[src/ladsr_pkg.sv]
// Shared types, widths and codes of the linear ADSR envelope generator.
package ladsr_pkg;

    localparam int LEN_BITS  = 16;
    localparam int FRAC_BITS = 15;

    localparam int REG_W   = 16;
    localparam int ENV_W   = 16;
    localparam int INT_W   = 16;
    localparam int LEN_W   = LEN_BITS;
    localparam int LVL_W   = FRAC_BITS + 1;
    localparam int Q_W     = LVL_W;
    localparam int NUM_W   = LEN_W + LVL_W;
    localparam int MUL_W   = (LEN_W > LVL_W) ? LEN_W : LVL_W;
    localparam int PROD_W  = 2 * MUL_W;
    localparam int CNT_W   = $clog2(Q_W + 1);
    localparam int ONE_INT = 1 << FRAC_BITS;

    localparam logic [LVL_W-1:0] ONE = LVL_W'(1) << FRAC_BITS;

    typedef enum logic [1:0] {
        ACT_TICK    = 2'd0,
        ACT_ON      = 2'd1,
        ACT_OFF     = 2'd2,
        ACT_ILLEGAL = 2'd3
    } t_action;

    typedef enum logic [1:0] {
        ST_OK      = 2'd0,
        ST_INVALID = 2'd1,
        ST_BUSY    = 2'd2
    } t_status;

    typedef enum logic [2:0] {
        PH_IDLE    = 3'd0,
        PH_ATTACK  = 3'd1,
        PH_DECAY   = 3'd2,
        PH_SUSTAIN = 3'd3,
        PH_RELEASE = 3'd4
    } t_phase;

    typedef enum logic [1:0] {
        REG_ATTACK  = 2'd0,
        REG_DECAY   = 2'd1,
        REG_RELEASE = 2'd2,
        REG_SUSTAIN = 2'd3
    } t_reg_idx;

    typedef struct packed {
        logic             start;
        logic [NUM_W-1:0] numer;
        logic [LEN_W-1:0] denom;
    } t_div_req;

    typedef struct packed {
        logic           done;
        logic [Q_W-1:0] quot;
    } t_div_rsp;

    typedef struct packed {
        logic [ENV_W-1:0] envelope;
        t_status          status;
        t_phase           phase;
    } t_result;

endpackage

[src/ladsr_div.sv]
// Serial restoring divider, one quotient bit per cycle.
module ladsr_div (
    input  logic                i_clk,
    input  logic                i_rst_n,
    input  ladsr_pkg::t_div_req i_req,
    output ladsr_pkg::t_div_rsp o_rsp
);

    logic [ladsr_pkg::LEN_W-1:0] r_rem;
    logic [ladsr_pkg::LEN_W-1:0] r_den;
    logic [ladsr_pkg::Q_W-1:0]   r_sh;
    logic [ladsr_pkg::CNT_W-1:0] r_cnt;
    logic                        r_done;

    logic [ladsr_pkg::LEN_W:0] trial;
    logic [ladsr_pkg::LEN_W:0] diff;
    logic                      fits;

    // Partial remainder with the next numerator bit brought down.
    assign trial = {r_rem, r_sh[ladsr_pkg::Q_W-1]};
    assign diff  = trial - {1'b0, r_den};
    assign fits  = trial >= {1'b0, r_den};

    always_ff @(posedge i_clk) begin
        if (!i_rst_n) begin
            r_cnt  <= '0;
            r_done <= 1'b0;
        end else begin
            r_done <= 1'b0;
            if (i_req.start) begin
                // Quotient fits Q_W bits, so the upper numerator part is below the divisor.
                r_rem <= i_req.numer[ladsr_pkg::NUM_W-1:ladsr_pkg::Q_W];
                r_sh  <= i_req.numer[ladsr_pkg::Q_W-1:0];
                r_den <= i_req.denom;
                r_cnt <= ladsr_pkg::CNT_W'(ladsr_pkg::Q_W);
            end else if (r_cnt != '0) begin
                r_rem  <= fits ? diff[ladsr_pkg::LEN_W-1:0] : trial[ladsr_pkg::LEN_W-1:0];
                r_sh   <= {r_sh[ladsr_pkg::Q_W-2:0], fits};
                r_cnt  <= r_cnt - 1'b1;
                r_done <= (r_cnt == ladsr_pkg::CNT_W'(1));
            end
        end
    end

    assign o_rsp.done = r_done;
    assign o_rsp.quot = r_sh;

endmodule

[src/ladsr_core.sv]
// Envelope state, configuration registers and the sequencer around the shared multiplier.
module ladsr_core (
    input  logic                              i_clk,
    input  logic                              i_rst_n,
    input  logic                              i_cfg_we,
    input  logic [1:0]                        i_cfg_index,
    input  logic [ladsr_pkg::REG_W-1:0]       i_cfg_data,
    input  logic                              i_in_acc,
    input  logic [1:0]                        i_action,
    input  logic [ladsr_pkg::INT_W-1:0]       i_intensity,
    input  logic                              i_res_take,
    output logic                              o_busy,
    output logic                              o_res_valid,
    output ladsr_pkg::t_result                o_res,
    output ladsr_pkg::t_div_req               o_div_req,
    input  ladsr_pkg::t_div_rsp               i_div_rsp
);

    typedef enum logic [2:0] {
        S_IDLE,
        S_ENV,
        S_NUM,
        S_DIV,
        S_OUT
    } t_seq;

    t_seq                          r_seq;
    ladsr_pkg::t_phase             r_phase;
    ladsr_pkg::t_status            r_status;
    logic [ladsr_pkg::LEN_W-1:0]   r_step;
    logic [ladsr_pkg::LVL_W-1:0]   r_level;
    logic [ladsr_pkg::LVL_W-1:0]   r_held;
    logic [ladsr_pkg::PROD_W-1:0]  r_prod;
    logic [ladsr_pkg::ENV_W-1:0]   r_env;
    logic                          r_ramp;
    logic                          r_div_start;

    logic [ladsr_pkg::REG_W-1:0]   r_attack;
    logic [ladsr_pkg::REG_W-1:0]   r_decay;
    logic [ladsr_pkg::REG_W-1:0]   r_release;
    logic [ladsr_pkg::REG_W-1:0]   r_sustain;

    logic [ladsr_pkg::LEN_W-1:0]   len_a;
    logic [ladsr_pkg::LEN_W-1:0]   len_d;
    logic [ladsr_pkg::LEN_W-1:0]   len_r;
    logic [ladsr_pkg::LVL_W-1:0]   sus;
    logic [ladsr_pkg::LEN_W-1:0]   step_nx;
    logic [ladsr_pkg::MUL_W-1:0]   mul_a;
    logic [ladsr_pkg::MUL_W-1:0]   mul_b;
    logic [ladsr_pkg::PROD_W-1:0]  mul_p;
    logic [ladsr_pkg::LEN_W-1:0]   denom;
    logic                          over_one;
    ladsr_pkg::t_action            act;

    always_ff @(posedge i_clk) begin
        if (!i_rst_n) begin
            r_attack  <= ladsr_pkg::REG_W'(480);
            r_decay   <= ladsr_pkg::REG_W'(480);
            r_release <= ladsr_pkg::REG_W'(480);
            r_sustain <= ladsr_pkg::REG_W'(16384);
        end else if (i_cfg_we) begin
            unique case (ladsr_pkg::t_reg_idx'(i_cfg_index))
                ladsr_pkg::REG_ATTACK:  r_attack  <= i_cfg_data;
                ladsr_pkg::REG_DECAY:   r_decay   <= i_cfg_data;
                ladsr_pkg::REG_RELEASE: r_release <= i_cfg_data;
                ladsr_pkg::REG_SUSTAIN: r_sustain <= i_cfg_data;
                default: ;
            endcase
        end
    end

    assign len_a    = ladsr_pkg::LEN_W'(r_attack);
    assign len_d    = ladsr_pkg::LEN_W'(r_decay);
    assign len_r    = ladsr_pkg::LEN_W'(r_release);
    assign sus      = (32'(r_sustain) > 32'(ladsr_pkg::ONE_INT)) ?
                      ladsr_pkg::ONE : ladsr_pkg::LVL_W'(r_sustain);
    assign step_nx  = r_step + 1'b1;
    assign over_one = 32'(i_intensity) > 32'(ladsr_pkg::ONE_INT);
    assign act      = ladsr_pkg::t_action'(i_action);

    // Operand select: held times level for the output, the ramp numerator otherwise.
    always_comb begin
        mul_a = ladsr_pkg::MUL_W'(r_held);
        mul_b = ladsr_pkg::MUL_W'(r_level);
        denom = len_a;
        if (r_seq == S_NUM) begin
            unique case (r_phase)
                ladsr_pkg::PH_ATTACK: begin
                    mul_a = ladsr_pkg::MUL_W'(r_step);
                    mul_b = ladsr_pkg::MUL_W'(ladsr_pkg::ONE);
                end
                ladsr_pkg::PH_DECAY: begin
                    mul_a = ladsr_pkg::MUL_W'(ladsr_pkg::ONE - sus);
                    mul_b = ladsr_pkg::MUL_W'(len_d - r_step);
                end
                ladsr_pkg::PH_RELEASE: begin
                    mul_a = ladsr_pkg::MUL_W'(sus);
                    mul_b = ladsr_pkg::MUL_W'(len_r - r_step);
                end
                default: ;
            endcase
        end
        unique case (r_phase)
            ladsr_pkg::PH_DECAY:   denom = len_d;
            ladsr_pkg::PH_RELEASE: denom = len_r;
            default:               denom = len_a;
        endcase
    end

    assign mul_p = mul_a * mul_b;

    always_ff @(posedge i_clk) begin
        if (!i_rst_n) begin
            r_seq       <= S_IDLE;
            r_phase     <= ladsr_pkg::PH_IDLE;
            r_step      <= '0;
            r_level     <= '0;
            r_held      <= '0;
            r_ramp      <= 1'b0;
            r_div_start <= 1'b0;
        end else begin
            r_div_start <= 1'b0;
            unique case (r_seq)
                S_IDLE: begin
                    if (i_in_acc) begin
                        r_env    <= '0;
                        r_status <= ladsr_pkg::ST_OK;
                        if (act == ladsr_pkg::ACT_TICK) begin
                            r_seq <= S_ENV;
                        end else begin
                            r_seq <= S_OUT;
                            if (act == ladsr_pkg::ACT_ILLEGAL || over_one) begin
                                r_status <= ladsr_pkg::ST_INVALID;
                            end else if (act == ladsr_pkg::ACT_ON) begin
                                if (r_phase == ladsr_pkg::PH_IDLE) begin
                                    r_held  <= ladsr_pkg::LVL_W'(i_intensity);
                                    r_phase <= ladsr_pkg::PH_ATTACK;
                                    r_step  <= '0;
                                    r_level <= '0;
                                end else if (r_phase != ladsr_pkg::PH_SUSTAIN) begin
                                    r_status <= ladsr_pkg::ST_BUSY;
                                end
                            end else if (r_phase != ladsr_pkg::PH_IDLE &&
                                         r_phase != ladsr_pkg::PH_RELEASE) begin
                                r_phase <= ladsr_pkg::PH_RELEASE;
                                r_step  <= '0;
                                r_level <= sus;
                            end
                        end
                    end
                end
                S_ENV: begin
                    // Capture held times level, then decide where the phase goes.
                    r_prod <= mul_p;
                    r_ramp <= 1'b0;
                    r_seq  <= S_NUM;
                    unique case (r_phase)
                        ladsr_pkg::PH_ATTACK: begin
                            if (step_nx < len_a) begin
                                r_step <= step_nx;
                                r_ramp <= 1'b1;
                            end else begin
                                r_phase <= ladsr_pkg::PH_DECAY;
                                r_step  <= '0;
                                r_level <= ladsr_pkg::ONE;
                            end
                        end
                        ladsr_pkg::PH_DECAY: begin
                            if (step_nx < len_d) begin
                                r_step <= step_nx;
                                r_ramp <= 1'b1;
                            end else begin
                                r_phase <= ladsr_pkg::PH_SUSTAIN;
                                r_step  <= '0;
                                r_level <= sus;
                            end
                        end
                        ladsr_pkg::PH_RELEASE: begin
                            if (step_nx < len_r) begin
                                r_step <= step_nx;
                                r_ramp <= 1'b1;
                            end else begin
                                r_phase <= ladsr_pkg::PH_IDLE;
                                r_step  <= '0;
                                r_held  <= '0;
                                r_level <= '0;
                            end
                        end
                        default: ;
                    endcase
                end
                S_NUM: begin
                    r_env <= ladsr_pkg::ENV_W'(r_prod >> ladsr_pkg::FRAC_BITS);
                    if (r_ramp) begin
                        r_prod      <= mul_p;
                        r_div_start <= 1'b1;
                        r_seq       <= S_DIV;
                    end else begin
                        r_seq <= S_OUT;
                    end
                end
                S_DIV: begin
                    if (i_div_rsp.done) begin
                        r_level <= (r_phase == ladsr_pkg::PH_DECAY) ?
                                   sus + ladsr_pkg::LVL_W'(i_div_rsp.quot) :
                                   ladsr_pkg::LVL_W'(i_div_rsp.quot);
                        r_seq   <= S_OUT;
                    end
                end
                S_OUT: begin
                    if (i_res_take) begin
                        r_seq <= S_IDLE;
                    end
                end
                default: r_seq <= S_IDLE;
            endcase
        end
    end

    assign o_div_req.start = r_div_start;
    assign o_div_req.numer = ladsr_pkg::NUM_W'(r_prod);
    assign o_div_req.denom = denom;

    assign o_busy         = (r_seq != S_IDLE);
    assign o_res_valid    = (r_seq == S_OUT);
    assign o_res.envelope = r_env;
    assign o_res.status   = r_status;
    assign o_res.phase    = r_phase;

endmodule

[src/linear_adsr_envelope_top.sv]
// Top level of the linear ADSR envelope generator: handshakes, output register, core and divider.
//
// Linear ADSR envelope generator. Each input transfer is a sample tick, a note-on or a note-off,
// and each one yields exactly one result transfer (envelope, status, phase). A tick reports
// held intensity times the current level in Q1.15 and then advances the phase; the attack,
// decay and release ramps are computed on the fly by one shared 16x16 multiplier and a serial
// restoring divider that produces one quotient bit per cycle. The block works on one item at a
// time and holds o_stall high until that item's result has moved into the output register.
// A note item goes through its result and then back to idle. A tick in idle or sustain or at
// the end of a ramp goes through envelope multiply, envelope scale, result and idle. A tick
// inside a ramp goes through envelope multiply, numerator multiply, divider start, divider load,
// the divider iterations, done and result. While the output register is full and stalled, the
// result waits in the sequencer. A finished result waits in the output register while the next
// transfer is accepted. Registers come out of reset at 480 samples for every ramp and half scale
// sustain; write them only while the block is idle. There is no clearing pass after reset.
module linear_adsr_envelope_top (
    input  logic        i_clk,
    input  logic        i_rst_n,
    input  logic        i_cfg_we,
    input  logic [1:0]  i_cfg_index,
    input  logic [15:0] i_cfg_data,
    input  logic        i_valid,
    output logic        o_stall,
    input  logic [1:0]  i_action,
    input  logic [15:0] i_intensity,
    output logic        o_valid,
    input  logic        i_stall,
    output logic [15:0] o_envelope,
    output logic [1:0]  o_status,
    output logic [2:0]  o_phase
);

    ladsr_pkg::t_div_req div_req;
    ladsr_pkg::t_div_rsp div_rsp;
    ladsr_pkg::t_result  core_res;
    logic                core_busy;
    logic                core_valid;
    logic                in_acc;
    logic                res_take;

    logic                r_out_valid;
    ladsr_pkg::t_result  r_out;

    // Accept a new item only while the sequencer is idle.
    assign o_stall = core_busy;
    assign in_acc  = i_valid && !core_busy;

    // Move a finished result into the output register when it is empty or draining.
    assign res_take = core_valid && (!r_out_valid || !i_stall);

    ladsr_core u_core (
        .i_clk       (i_clk),
        .i_rst_n     (i_rst_n),
        .i_cfg_we    (i_cfg_we),
        .i_cfg_index (i_cfg_index),
        .i_cfg_data  (i_cfg_data),
        .i_in_acc    (in_acc),
        .i_action    (i_action),
        .i_intensity (i_intensity),
        .i_res_take  (res_take),
        .o_busy      (core_busy),
        .o_res_valid (core_valid),
        .o_res       (core_res),
        .o_div_req   (div_req),
        .i_div_rsp   (div_rsp)
    );

    ladsr_div u_div (
        .i_clk   (i_clk),
        .i_rst_n (i_rst_n),
        .i_req   (div_req),
        .o_rsp   (div_rsp)
    );

    always_ff @(posedge i_clk) begin
        if (!i_rst_n) begin
            r_out_valid <= 1'b0;
        end else begin
            if (res_take) begin
                r_out_valid <= 1'b1;
            end else if (!i_stall) begin
                r_out_valid <= 1'b0;
            end
        end
    end

    // Hold the payload while the consumer stalls.
    always_ff @(posedge i_clk) begin
        if (res_take) begin
            r_out <= core_res;
        end
    end

    assign o_valid    = r_out_valid;
    assign o_envelope = r_out.envelope;
    assign o_status   = r_out.status;
    assign o_phase    = r_out.phase;

endmodule

[config.mk]
export PLATFORM = sky130hd
export DESIGN_NAME = linear_adsr_envelope_top
export DESIGN_NICKNAME = d
export VERILOG_FILES = /design/src/ladsr_pkg.sv /design/src/ladsr_div.sv /design/src/ladsr_core.sv /design/src/linear_adsr_envelope_top.sv
export SDC_FILE = /design/constraint.sdc
export NUM_CORES = 1
export LEC_CHECK = 0
export BUFFER_PORTS_ARGS = -buffer_cell sky130_fd_sc_hd__buf_2
export CAP_MARGIN = 5
export CORE_MARGIN = 4
export CORE_UTILIZATION = 45
export DETAILED_ROUTE_END_ITERATION = 16
export PLACE_DENSITY_LB_ADDON = 0.3
export SETUP_SLACK_MARGIN = 0.4
export SLEW_MARGIN = 40
export SYNTH_ARGS = -nofsm -noshare
export SYNTH_HDL_FRONTEND = slang
export SYNTH_SLANG_ARGS = --single-unit
[constraint.sdc]
create_clock -name i_clk -period 11 [get_ports i_clk]
set_input_delay 2.75 -clock i_clk [delete_from_list [all_inputs] [get_ports i_clk]]
set_output_delay 2.75 -clock i_clk [all_outputs]
set_load 0.02 [all_outputs]
Yosys cells after proc, flatten, opt, wreduce, memory -nomap -nowiden
Index checks and enable logic that the tools add are counted.
Widths: inputs -> output; s select.
- magnitude comparators: 6
- bitwise gates (word level): 3
- eq/ne operators: 32
- reduce and logical (&&, ||, !) cells: 38
- multiplexer cells: 75
- $add $sub $neg: 7
- $mul: 1
- operators by type and width (cell ; number):
    $mux 16 ; 34
    $pmux 16 s3 ; 5
    $pmux 16 s2 ; 4
    $pmux 32 s2 ; 1
    $lt 16x16->1 ; 3
    $sub 16x16->16 ; 3
    $mux 3 ; 14
    $gt 16x16->1 const B ; 2
    $mul 16x16->32 ; 1
    $mux 32 ; 1
    $ge 17x16->1 ; 1
    $add 16x1->16 const B ; 1
    $add 16x16->16 ; 1
    $sub 16x16->16 const A ; 1
    $ne 3x3->1 const B ; 5
    $pmux 3 s5 ; 1
    $ne 2x1->1 const B ; 7
    $reduce_and 2->1 ; 7
    $reduce_and 3->1 ; 4
    $reduce_and 11->1 ; 1
    $mux 5 ; 2
    $reduce_and 10->1 ; 1
    $eq 3x2->1 const B ; 3
    $mux 1 ; 9
    28 further kinds ; 50
- word-level logic and storage cells: 187
- bits in registers: 246
- bits of input ports: 41
- output and inout port bits: 23

Logic depth before layout (Yosys ltp)
- word-level depth: 8
- depth in mapped cells: 42
- mapped depth without buffers: 36

Modules after synthesis
A second synthesis with hierarchy kept.
- cell total of the unflattened synthesis: 2538
- area total of the unflattened synthesis: 22905.7 sq um
- by module, submodules not included (module ; cells an instance ; instances ; sequential area each (sq um) ; area an instance (sq um)):
    ladsr_core ; 2243 ; 1 ; 3903.7 ; 19139.6
    ladsr_div ; 269 ; 1 ; 1561.5 ; 3090.5
    linear_adsr_envelope_top ; 26 ; 1 ; 650.6 ; 675.6

Least setup slack after synthesis
OpenSTA, ideal clock, no wires.
- path kind: register to register
- start: register u_core.r_phase[0]
- end: register u_core.r_prod[31] (netlist bit), data pin
- path buffers: 5
- data arrival time: 8831 ps
- stages on the path, launching flop included: 39
- period minus slack after synthesis: 9090 ps
- required time: 10740 ps
- setup slack: 1910 ps
- library setup time: 260 ps
- cell sequence: dfxtp_1 > clkbuf_1 > nor2_1 > and2_1 > clkbuf_1 > clkbuf_1 > buf_1 > mux2i_1 > ha_1 > fa_1 > nand2b_1 > a21boi_0 > o21ai_0 > a211oi_1 > o31ai_1 > a21boi_0 > or3_1 > a32o_1 > [... 3 more ...] > inv_1 > fa_1 > fa_1 > fa_1 > fa_1 > inv_1 > fa_1 > inv_1 > ha_1 > a21oi_1 > o21ai_0 > nor2b_1 > nor4b_1 > a211o_1 > a31oi_1 > o21a_1 > nor2_1 > xnor2_1
- longest elaborated chain between the ends: 6
- elaborated cells between the ends (all ways): 10
- those cells by class: mul: 1; eq/ne: 3; mux: 6
- ends and longest elaborated chain (item ; line ; source):
    start: declaration ; ladsr_core.sv:28 ; ladsr_pkg::t_phase r_phase;
    start signal: assignment ; ladsr_core.sv:115 ; r_phase <= ladsr_pkg::PH_IDLE;
    start signal: assignment ; ladsr_core.sv:137 ; r_phase <= ladsr_pkg::PH_ATTACK;
    start signal: assignment ; ladsr_core.sv:145 ; r_phase <= ladsr_pkg::PH_RELEASE;
    $eq 3x3->1, or another cell as far along ; ladsr_core.sv:87 ; unique case (r_phase)
    $pmux 16 s3 ; ladsr_core.sv:87 ;
    $mux 16 ; ladsr_core.sv:86 ; if (r_seq == S_NUM) begin
    $mul 16x16->32 (*) ; ladsr_core.sv:110 ; assign mul_p = mul_a * mul_b;
    via u_core.mul_p (one bit) ; ladsr_core.sv:50 ; logic [ladsr_pkg::PROD_W-1:0] mul_p;
    $mux 32 ; ladsr_core.sv:194 ; if (r_ramp) begin
    $pmux 32 s2 (*) ; ladsr_core.sv:123 ; unique case (r_seq)
    end signal: assignment ; ladsr_core.sv:154 ; r_prod <= mul_p;
    end signal: assignment ; ladsr_core.sv:195 ; r_prod <= mul_p;
    end: declaration ; ladsr_core.sv:33 ; logic [ladsr_pkg::PROD_W-1:0] r_prod;
Mark *: on every way through the listed nets, which the timed path passes. The rest lies on a longest branch. The select of a mux whose other input is x is not followed.
A chain may end at the register's enable or synchronous reset.

Worst setup path after layout
- start: register u_core.r_phase[1]
- end: register u_core.r_prod[31] (netlist bit), data pin
Same word-level chain as after synthesis.

==> summary.txt <==
Status - complete, no violations
Critical path data required time - 11290 ps
Number of I/O pins - 64
CTS tree - yes
Register Area - 6120 sq um
Number of global-route vias before repair - 18960
CTS Root Cell - clkbuf_16
GRT Util Overall - 0.264
Cell accounting for the most synthesized area - fa_1
Total routed wirelength - 72.1 mm
Die H - 233 microns
Worst setup SP type - register
Reg clk slew, reported paths - 70 ps
TritonCTS Sinks - 246
Tmin final - 9840 ps
DR DRC count - 0
Crit path DAT - 10120 ps
IR drop worst, VDD - 120 uV
Cell repeated most along the worst path - fa_1
Core Area - 50200 sq um
Number of flops mapped to enable cells by yosys - 119
DP Wirelength - 56.7 mm
Fin crit share - 0.894
Sum of negative setup slack - 0 ps
Top-count cell post-synth - nand2_1
Final ANT Viol Nets - 0
Fin Clk Skew - 33.6 ps
Syn Nets - 3045
Initial DRC Count - 2044
Clock buffer count from CTS - 27
Filler Cell Count - 4784
Number of cell rows - 82
Slew Viols, Final - 0
Clock Latency Late Sink - 570 ps
Layout net count - 3060
Library cells used by synthesis - 77
First-pass GRT wire length - 111 mm
Via/cell ratio - 5.84
Post_cts resized - 0
Syn Std Cell Area - 22800 sq um
Unrepaired setup endpoints after global routing - no
Async S/R FF share, synth - 0
Syn Area/Cell - 8.75 sq um
Worst slew pin tran - 874 ps
Clock tree buffer depth - 3
Final setup violation count - 0
Most flop-heavy register - u_core.r_prod
Cells after Synth - 2607
Worst min-delay path category - reg -> reg
CP Capture Type - register
Antenna cells - 0
FMAX - 0.102 GHz
Max reg flops - 32
Lkg Pwr - 0.0109 uW
FF+latch count, synth - 246
Relative slew slack - 0.417
Synth cell count leaders - nand2_1 (334), inv_1 (322), nor2_1 (237), ha_1 (200), fa_1 (197)
Synth area leaders - fa_1 (17%), edfxtp_1 (16%), dfxtp_1 (11%)
Critical-path maximum fanout - 16
Layout cells sized above 1 - 0.0829
Initial antenna violation count - 1
Max Cap Viol - 0
Drt first pass iters - 6
Crit path largest cell delay - 670 ps
IO Port Bufs - 63
Die area - 54400 sq um
Cell area after layout - 24800 sq um
Fin. Hold Viols - 0
Seq/Total Area, Yosys - 0.268
Post-layout util - 0.495
Largest net degree at the start of global routing - 97
Setup bufs post-CTS - 0
Hold buffers post-CTS - 0
Most common flop cell mapped by yosys - dfxtp_1
Congestion Overflow GR - 0
Initial core utilization - 0.455
Placed cell area - 23900 sq um
Slowest CP cell - a32o_1
Layout area overhead - 8.74%
H-tree levels - 1
Total number of vias - 19362
Crit Path Class - reg -> reg
Multi-input logic area - 15100 sq um
P per Cell Area - 123 nW/um^2
WL/cell - 21.7 microns
Share of the synthesized area in the top cell type - 0.173
Yosys warns - 0
GPL Wtd Cong - 1.00
Die width - 233 microns
==> layer usage <==
metal / global-route usage / part of all wire
met1: 0.355 / 0.42
met2: 0.427 / 0.46
met3: 0.0411 / 0.072
met4: 0.109 / 0.048
met5: 0 / 0
==> cells by family after synthesis <==
| logic type | Yosys count | synth area share |
|---|---|---|
| AOI/OAI and AO/OA | 583 | 0.162 |
| xor gates and xnor gates | 74 | 0.0284 |
| adders and majority gates | 398 | 0.283 |
| buffers and inverters | 435 | 0.0726 |
| DFF | 246 | 0.268 |
| muxes | 52 | 0.0248 |
| and+or+nand+nor | 819 | 0.161 |
==> per-stage QoR <==
stage | worst slack (ps) | std cells | total power, uW | hold slack, ps
2_1_floorplan | 1910 | 2607 | 1830 | 400
3_3_place_gp | 1540 | 3259 | 2070 | 405
3_5_place_dp | 1400 | 3263 | 2110 | 405
4_1_cts | 1340 | 3312 | 3040 | 405
5_1_grt | 441 | 3314 | 3200 | 405
6_report | 1160 | 3314 | 3040 | 403
==> worst paths after layout <==
path | startpoint | to | slack, ps | cells after the start
setup / recovery | u_core.r_phase[1] | u_core.r_prod[31] | 1160 | 34
hold / removal | u_core.r_status[1] | o_status[1] | 400 | 0
setup reg to reg | u_core.r_phase[1] | u_core.r_prod[31] | 1160 | 34
hold reg to reg | u_core.r_status[1] | o_status[1] | 400 | 0
==> power breakdown <==
group	total (uW)	switching (uW)	internal (uW)	leakage [uW]
logic	928	565	363	0.00828
clock network	928	388	541	0.000429
registers	1180	86.2	1100	0.00215
total	3040	1040	2000	0.0109
==> layout by cell type (no fill, tap or decap), types with 14 or more instances in the layout <==
cell,instances
nand2_1,333
inv_1,320
nor2_1,234
ha_1,200
fa_1,197
a21oi_1,185
dfxtp_1,125
edfxtp_1,119
o21ai_0,98
buf_2,65
xnor2_1,54
a22oi_1,54
and2_1,43
a21o_1,41
nand2b_1,41
o22ai_1,40
mux2_2,34
nor3_1,31
nand3_1,30
clkbuf_16,29
buf_4,28
nor2b_1,26
a211oi_1,22
o211ai_1,21
xor2_1,20
o21a_1,16
and3_1,15
mux2i_1,14
==> critical path, delay by kind of cell (launching register included) <==
kind | cells | cell delay, ps
adder cells (fa/ha/maj) | 8 | 3700
AO/OA/AOI/OAI | 12 | 3030
AND/OR/NAND/NOR | 8 | 1800
buffers and inverters | 5 | 500
flip-flops | 1 | 410
XOR/XNOR | 1 | 80
==> area by class of cell <==
| type | instances | share of cell area |
|---|---|---|
| multi-input cells | 1926 | 0.610 |
| flip-flops and latches | 246 | 0.247 |
| well taps | 672 | 0.0339 |
| clock buffers | 39 | 0.0316 |
| clock inverters | 10 | 0.00434 |
| repair buffers | 98 | 0.0243 |
| inverters | 323 | 0.0489 |
(Power assumes the default switching activity.)
